$ cat config.mk
export PLATFORM = sky130hd
export DESIGN_NAME = modular_exponentiation
export DESIGN_NICKNAME = d
export VERILOG_FILES = /design/src/rtl/modexp_pkg.sv /design/src/rtl/modexp_mulmod.sv /design/src/rtl/modular_exponentiation.sv
export SDC_FILE = /design/constraint.sdc
export NUM_CORES = 1
export LEC_CHECK = 0
export CORE_MARGIN = 10
export CORE_UTILIZATION = 30
export CTS_CLUSTER_DIAMETER = 50
export CTS_CLUSTER_SIZE = 30
export DETAILED_ROUTE_END_ITERATION = 10
export DONT_BUFFER_PORTS = 1
export GPL_TIMING_DRIVEN = 0
export HOLD_SLACK_MARGIN = 0.03
export SYNTH_ARGS = -nofsm -noshare
export SYNTH_HDL_FRONTEND = slang
export SYNTH_SLANG_ARGS = --single-unit
$ cat constraint.sdc
create_clock -name clk_i -period 8.1 [get_ports clk_i]
set_input_delay 0.405 -clock clk_i [delete_from_list [all_inputs] [get_ports clk_i]]
set_output_delay 0.405 -clock clk_i [all_outputs]
set_load 0.01 [all_outputs]
$ cat src/rtl/modexp_pkg.sv
package modexp_pkg;

  // Configuration register indexes.
  localparam int unsigned CfgIdxW = 8;
  localparam logic [CfgIdxW-1:0] CFG_EXPONENT = CfgIdxW'(0);
  localparam logic [CfgIdxW-1:0] CFG_MODULUS  = CfgIdxW'(1);

  // Width of every operand port.
  localparam int unsigned PortW = 64;

  // Sequencer states.
  typedef enum logic [2:0] {
    ST_IDLE,
    ST_REDUCE,
    ST_SQUARE,
    ST_MULT,
    ST_DONE
  } modexp_state_e;

endpackage

$ cat src/rtl/modexp_mulmod.sv
// Bit-serial modular multiplier: r = (a * b) mod n, scanning b from its top bit.
// One bit of b per cycle; done_o pulses when r_o holds the product.
// Requires a <= n and n > 0; the partial remainder then always stays below 3n.
module modexp_mulmod #(
  parameter int unsigned WIDTH = 64
) (
  input  logic             clk_i,
  input  logic             rst_ni,
  input  logic             start_i,
  input  logic [WIDTH-1:0] a_i,
  input  logic [WIDTH-1:0] b_i,
  input  logic [WIDTH-1:0] n_i,
  output logic             done_o,
  output logic [WIDTH-1:0] r_o
);

  localparam int unsigned CntW = $clog2(WIDTH);

  logic             busy_q, busy_d;
  logic             done_q, done_d;
  logic [CntW-1:0]  cnt_q, cnt_d;
  logic [WIDTH-1:0] r_q, r_d;
  logic [WIDTH-1:0] a_q, a_d;
  logic [WIDTH-1:0] b_q, b_d;

  // Double, add the addend for the current bit, then take off 2n or n where the sum reaches it.
  logic [WIDTH+1:0] sum;
  logic [WIDTH+1:0] sub_one;
  logic [WIDTH+1:0] sub_two;
  logic [WIDTH-1:0] step_r;

  always_comb begin
    sum     = {1'b0, r_q, 1'b0} + (b_q[WIDTH-1] ? {2'b00, a_q} : '0);
    sub_one = sum - {2'b00, n_i};
    sub_two = sum - {1'b0, n_i, 1'b0};
    if (!sub_two[WIDTH+1]) begin
      step_r = sub_two[WIDTH-1:0];
    end else if (!sub_one[WIDTH+1]) begin
      step_r = sub_one[WIDTH-1:0];
    end else begin
      step_r = sum[WIDTH-1:0];
    end
  end

  // Sequencing of the bit steps.
  always_comb begin
    busy_d = busy_q;
    done_d = 1'b0;
    cnt_d  = cnt_q;
    r_d    = r_q;
    a_d    = a_q;
    b_d    = b_q;
    if (start_i) begin
      busy_d = 1'b1;
      cnt_d  = CntW'(WIDTH - 1);
      r_d    = '0;
      a_d    = a_i;
      b_d    = b_i;
    end else if (busy_q) begin
      r_d = step_r;
      b_d = {b_q[WIDTH-2:0], 1'b0};
      if (cnt_q == '0) begin
        busy_d = 1'b0;
        done_d = 1'b1;
      end else begin
        cnt_d = cnt_q - CntW'(1);
      end
    end
  end

  always_ff @(posedge clk_i or negedge rst_ni) begin
    if (!rst_ni) begin
      busy_q <= 1'b0;
      done_q <= 1'b0;
      cnt_q  <= '0;
    end else begin
      busy_q <= busy_d;
      done_q <= done_d;
      cnt_q  <= cnt_d;
    end
  end

  always_ff @(posedge clk_i) begin
    r_q <= r_d;
    a_q <= a_d;
    b_q <= b_d;
  end

  assign done_o = done_q;
  assign r_o    = r_q;

endmodule

$ cat src/rtl/modular_exponentiation.sv
// Modular exponentiation: power = base ^ exponent mod modulus by left-to-right
// square and multiply, one base per beat, one result beat per input beat. The
// exponent and modulus are configuration registers; the user must see that
// they are written only while idle, as the block itself does not enforce it.
// All work goes through one bit-serial modular multiplier: one pass reduces
// the base, then every exponent bit from bit WIDTH-1 down costs a squaring,
// plus a multiply when the bit is set. A zero modulus returns 0 with bad_modulus
// set, and a zero exponent returns 1.
module modular_exponentiation
  import modexp_pkg::*;
#(
  parameter int unsigned WIDTH = 64
) (
  input  logic               clk_i,
  input  logic               rst_ni,
  // Configuration write channel
  input  logic               cfg_valid_i,
  output logic               cfg_ready_o,
  input  logic [CfgIdxW-1:0] cfg_index_i,
  input  logic [PortW-1:0]   cfg_data_i,
  // Input channel
  input  logic               in_valid_i,
  output logic               in_ready_o,
  input  logic [PortW-1:0]   base_i,
  // Output channel
  output logic               out_valid_o,
  input  logic               out_ready_i,
  output logic [PortW-1:0]   power_o,
  output logic               bad_modulus_o
);

  localparam int unsigned CntW = $clog2(WIDTH);

  modexp_state_e state_q, state_d;

  logic [WIDTH-1:0] exp_q;
  logic [WIDTH-1:0] mod_q;
  logic [WIDTH-1:0] exp_sh_q;
  logic [CntW-1:0]  bit_cnt_q;
  logic [WIDTH-1:0] x_q;
  logic [WIDTH-1:0] z_q;
  logic             bad_q;
  logic             out_valid_q;
  logic [WIDTH-1:0] power_q;
  logic             out_bad_q;

  logic             in_fire;
  logic             quick;
  logic             last_bit;
  logic             next_bit;
  logic             out_load;
  logic             mm_start;
  logic [WIDTH-1:0] mm_a;
  logic [WIDTH-1:0] mm_b;
  logic             mm_done;
  logic [WIDTH-1:0] mm_r;
  logic [WIDTH-1:0] z_init;

  // Configuration registers.
  assign cfg_ready_o = 1'b1;

  always_ff @(posedge clk_i or negedge rst_ni) begin
    if (!rst_ni) begin
      exp_q <= WIDTH'(65537);
      mod_q <= WIDTH'(1);
    end else if (cfg_valid_i) begin
      unique case (cfg_index_i)
        CFG_EXPONENT: exp_q <= cfg_data_i[WIDTH-1:0];
        CFG_MODULUS:  mod_q <= cfg_data_i[WIDTH-1:0];
        default: ;
      endcase
    end
  end

  // Shared serial multiplier.
  modexp_mulmod #(
    .WIDTH(WIDTH)
  ) u_mulmod (
    .clk_i  (clk_i),
    .rst_ni (rst_ni),
    .start_i(mm_start),
    .a_i    (mm_a),
    .b_i    (mm_b),
    .n_i    (mod_q),
    .done_o (mm_done),
    .r_o    (mm_r)
  );

  // Decode helpers.
  assign in_fire  = in_valid_i && in_ready_o;
  assign quick    = (mod_q == '0) || (exp_q == '0);
  assign last_bit = (bit_cnt_q == '0);
  assign z_init   = (mod_q == WIDTH'(1)) ? '0 : WIDTH'(1);
  assign next_bit = mm_done && !last_bit &&
                    ((state_q == ST_SQUARE && !exp_sh_q[WIDTH-1]) ||
                     (state_q == ST_MULT));

  // Next state.
  always_comb begin
    state_d = state_q;
    unique case (state_q)
      ST_IDLE: begin
        if (in_valid_i) begin
          state_d = quick ? ST_DONE : ST_REDUCE;
        end
      end
      ST_REDUCE: begin
        if (mm_done) begin
          state_d = ST_SQUARE;
        end
      end
      ST_SQUARE: begin
        if (mm_done) begin
          if (exp_sh_q[WIDTH-1]) begin
            state_d = ST_MULT;
          end else if (last_bit) begin
            state_d = ST_DONE;
          end
        end
      end
      ST_MULT: begin
        if (mm_done) begin
          state_d = last_bit ? ST_DONE : ST_SQUARE;
        end
      end
      ST_DONE: begin
        if (!out_valid_q || out_ready_i) begin
          state_d = ST_IDLE;
        end
      end
      default: state_d = ST_IDLE;
    endcase
  end

  // Outputs of the sequencer: multiplier launches and handshake controls.
  always_comb begin
    in_ready_o = 1'b0;
    out_load   = 1'b0;
    mm_start   = 1'b0;
    mm_a       = mm_r;
    mm_b       = mm_r;
    unique case (state_q)
      ST_IDLE: begin
        in_ready_o = 1'b1;
        if (in_valid_i && !quick) begin
          // Reduce the base: multiply it by one.
          mm_start = 1'b1;
          mm_a     = WIDTH'(1);
          mm_b     = base_i[WIDTH-1:0];
        end
      end
      ST_REDUCE: begin
        if (mm_done) begin
          mm_start = 1'b1;
          mm_a     = z_init;
          mm_b     = z_init;
        end
      end
      ST_SQUARE: begin
        if (mm_done && exp_sh_q[WIDTH-1]) begin
          mm_start = 1'b1;
          mm_b     = x_q;
        end else if (next_bit) begin
          mm_start = 1'b1;
        end
      end
      ST_MULT: begin
        mm_start = next_bit;
      end
      ST_DONE: begin
        out_load = !out_valid_q || out_ready_i;
      end
      default: ;
    endcase
  end

  always_ff @(posedge clk_i or negedge rst_ni) begin
    if (!rst_ni) begin
      state_q     <= ST_IDLE;
      out_valid_q <= 1'b0;
      bit_cnt_q   <= '0;
    end else begin
      state_q <= state_d;
      if (out_load) begin
        out_valid_q <= 1'b1;
      end else if (out_ready_i) begin
        out_valid_q <= 1'b0;
      end
      if (in_fire) begin
        bit_cnt_q <= CntW'(WIDTH - 1);
      end else if (next_bit) begin
        bit_cnt_q <= bit_cnt_q - CntW'(1);
      end
    end
  end

  // Operand and result registers.
  always_ff @(posedge clk_i) begin
    if (in_fire) begin
      exp_sh_q <= exp_q;
      z_q      <= (mod_q == '0) ? '0 : WIDTH'(1);
      bad_q    <= (mod_q == '0);
    end else begin
      if (next_bit) begin
        exp_sh_q <= {exp_sh_q[WIDTH-2:0], 1'b0};
      end
      if (mm_done && (state_q == ST_SQUARE || state_q == ST_MULT)) begin
        z_q <= mm_r;
      end
    end
    if (mm_done && state_q == ST_REDUCE) begin
      x_q <= mm_r;
    end
    if (out_load) begin
      power_q   <= z_q;
      out_bad_q <= bad_q;
    end
  end

  assign out_valid_o   = out_valid_q;
  assign power_o       = PortW'(power_q);
  assign bad_modulus_o = out_bad_q;

endmodule

==> out/results.tsv <==
stage	metric	value	unit
worst_setup_path	reg2reg_to	u_mulmod.r_o[1]	
clock_network	worstSkewPairLatency	0.67	ns
worst_setup_path	crit_path_start	u_mulmod.b_q[63]	
floorplan	start_util	0.303	
cells_and_area	fillers	12400	
clock_network	htree_num_levels	3	
routing	via_per_inst	5.37	
routing	postRouteAntennaNets	0	
cells_and_area	multi_input_area	0.0191	mm²
timing	finalSetupViolCount	0	
timing	maxSlewViolCount	0	
yosys	synth_top_area_frac	0.314	
worst_hold_path	hold_path_class	input port to flop	
yosys	syn_nets	4186	
yosys	avgSynthCellArea	9.61	µm²
timing	tightest_slew	1.43	ns
yosys	yosys-top-cells-area	edfxtp_1 31%, dfrtp_1 9.7%, ha_1 6.6%, nand2_1 5.5%, a21oi_1 4.8%	
yosys	synth-edff-count	386	
worst_setup_path	cp.arrival	8.39	ns
place	dp_slack	-0.490	ns
yosys	yosysSeqAreaShare	0.447	
worst_setup_path	cp_max_fo	10	
yosys	syn_area	0.0370	mm²
worst_setup_path	reg2reg_depth	27	
worst_setup_path	crit_type	flop to flop	
timing	slew_headroom	0.0488	
timing	max_freq	127	MHz
yosys	synth_cells	3847	
cells_and_area	ff_latch_area	0.0165	mm²
clock_network	numCtsBuffers	74	
worst_hold_path	hp-start	base_i[39]	
global_route	gr-total-overflow	0	
floorplan	die-area	0.138	mm²
timing	min_period_over_period	0.969	
floorplan	die_x	371	µm
yosys	synthFlopType	edfxtp_1	
yosys	yosysTopAreaCell	edfxtp_1	
global_route	grtUsageTotal	0.184	
global_route	antenna_found_initial	37	
global_route	grt_start_max_net_pins	147	
timing	finalClockSkew	0.0389	ns
place	dp_hpwl	104000	µm
cells_and_area	num-nets-final	4351	
worst_setup_path	endpoint_kind	flop	
yosys	yosys_warnings	0	
place	io_buffers	0	
clock_network	path_clk_slew	0.07	ns
routing	totalWireLength	131000	µm
worst_setup_path	r2r_start	u_mulmod.b_q[63]	
place	gp_congestion	0.925	
clock_network	cts_buffer_depth	3	
worst_hold_path	whs_path_depth	2	
routing	first_pass_iters	8	
clock_network	cts_tree	yes	
clock_network	clock-sinks	596	
yosys	yosys_register_bits	596	
routing	drc	0	
global_route	first_global_vias	29500	
worst_setup_path	reg2reg_slack	0.25	ns
flow_run	maxCapViolCount	0	
floorplan	coreArea	0.122	mm²
cells_and_area	drive_gt1_frac	0.0935	
global_route	grt_pass1_wl	191000	µm
timing	min_period	7.85	ns
routing	routedWlPerCell	22.9	µm
clock_network	cts-root-buf	clkbuf_16	
routing	drt-initial-drc-count	2716	
routing	vias	30700	
timing	rsz0062_at_grt	false	
worst_hold_path	min_to	u_mulmod.b_q[39]	
floorplan	ioPinCount	209	
timing	hold_viol_final	0	
yosys	async_reset_ff_frac	0.245	
cells_and_area	area_growth	15.7	%
worst_setup_path	crit_path_start_kind	flop	
floorplan	dieHeight	371	µm
timing	setup_slack	0.251	ns
floorplan	rows	128	
yosys	yosys.cell_types.count	101	
yosys	synth_commonest_cells	538 x nand2_1, 386 x edfxtp_1, 351 x a21oi_1	
yosys	synth_most_common_cell	nand2_1	
worst_setup_path	crit_required	8.64	ns
outcome	run_status	complete, no violations	
[kinds of logic (layout without fill, tap and decap cells)]
group,after synthesis,after routing,synth area share
other cells,1,22,0.000101
xor+xnor,175,175,0.0420
flops,596,596,0.447
mux,166,166,0.0498
buf+inv,361,588,0.0389
fa+ha+maj,198,198,0.0676
simple gates,1288,1288,0.166
compound gates,1062,1062,0.188
[layer usage]
metal / up-vias / wire, µm / share of wire / GRT usage
li1: 14500 / - / - / -
met1: 14800 / 57800 / 0.44 / 0.245
met2: 1163 / 59600 / 0.45 / 0.295
met3: 257 / 8200 / 0.063 / 0.0275
met4: 28 / 5280 / 0.040 / 0.0772
met5: - / 164 / 0.0013 / 0
[stage by stage]
step           setup TNS [ns]  hold WS, ns  utilization  instance area, µm²  instances
2_1_floorplan               0        0.109            -               37000       3847
3_3_place_gp           -46.15        0.121        0.320               39000       5472
6_report                    0       0.0765        0.350               42800       5720
5_1_grt                     0       0.0583        0.350               42700       5714
3_5_place_dp            -8.57        0.116        0.321               39200       5479
4_1_cts                     0       0.0313        0.349               42600       5698
[worst max path at each step]
stage               cells past startpoint               end  slack [ns]
floorplan                              25  u_mulmod.r_o[62]        2.09
global placement                       25  u_mulmod.r_o[29]       -0.72
detailed placement                     26  u_mulmod.r_o[63]       -0.49
CTS                                    25  u_mulmod.r_o[52]        0.07
global route                           27  u_mulmod.r_o[63]        0.02
finish                                 27   u_mulmod.r_o[1]        0.25
[placed cells by master, fill, tap and decap left out, drive strengths merged, types with 31 or more instances in the layout]
master,instances
o21ai,184
a22oi,31
nand4,57
xnor2,120
edfxtp,386
and2,205
o31ai,43
a221oi,50
nor4,52
buf,49
nand3,77
a211oi,33
dlygate4sd3,78
inv,159
nor2,216
a21oi,354
dfrtp,143
xor2,55
mux2i,33
o21bai,45
a21o,88
nand2,539
clkbuf,264
dfxtp,64
nor3,46
o211ai,34
ha,195
mux2,133
[critical path: stages, from the launching register on]
cell and delay (ns):
edfxtp_1 0.41, buf_12 0.17, and2_1 0.14, ha_1 0.23, fa_1 0.46, a211oi_1 0.35, o211ai_1 0.21, a211oi_2 0.43
a2bb2oi_1 0.43, o2111ai_1 0.31, and2_1 0.30, a221o_1 0.31, a21oi_1 0.20, xnor2_1 0.23, ha_1 0.35, clkbuf_1 0.31
nand4_1 0.19, o211ai_1 0.14, nand2_1 0.07, a21oi_1 0.26, nand2_1 0.09, a21oi_1 0.34, o21ai_1 0.20, and3_1 0.31
nor2_2 0.44, clkbuf_2 0.42, a21oi_1 0.14, a32o_1 0.25
[final cells by class]
type                    instances  area share
clock inverters                57      0.0151
multi-input cells            2890       0.446
diodes                         21     0.00123
plain buffers                 220      0.0215
clock buffers                  81      0.0461
well taps                    1625      0.0475
flip-flops and latches        596       0.387
inverters                     140      0.0123
repair buffers                 90      0.0231
[sequential cells by signal (all words and copies together), names as in the netlist, 3 cells and up]
name	flops
x_q	64
mod_q	64
power_o	64
z_q	64
exp_sh_q	64
bit_cnt_q	6
u_mulmod.cnt_q	6
state_q	3
u_mulmod.r_o	64
u_mulmod.a_q	64
u_mulmod.b_q	64
exp_q	64
[what timing repair did]
item / 4_1_cts / 5_1_grt
setup buffers: 3 / 1
hold buffers: 79 / 0
endpoints found under the setup margin: 46 / 64
pin swaps: 0 / 0
gates resized for setup: 7 / 7
endpoints found under the hold margin: 287 / 0
Power is left out: the tool's default activity adds up to more than one toggle a clock period on the data nets, which glitch-free logic cannot reach.
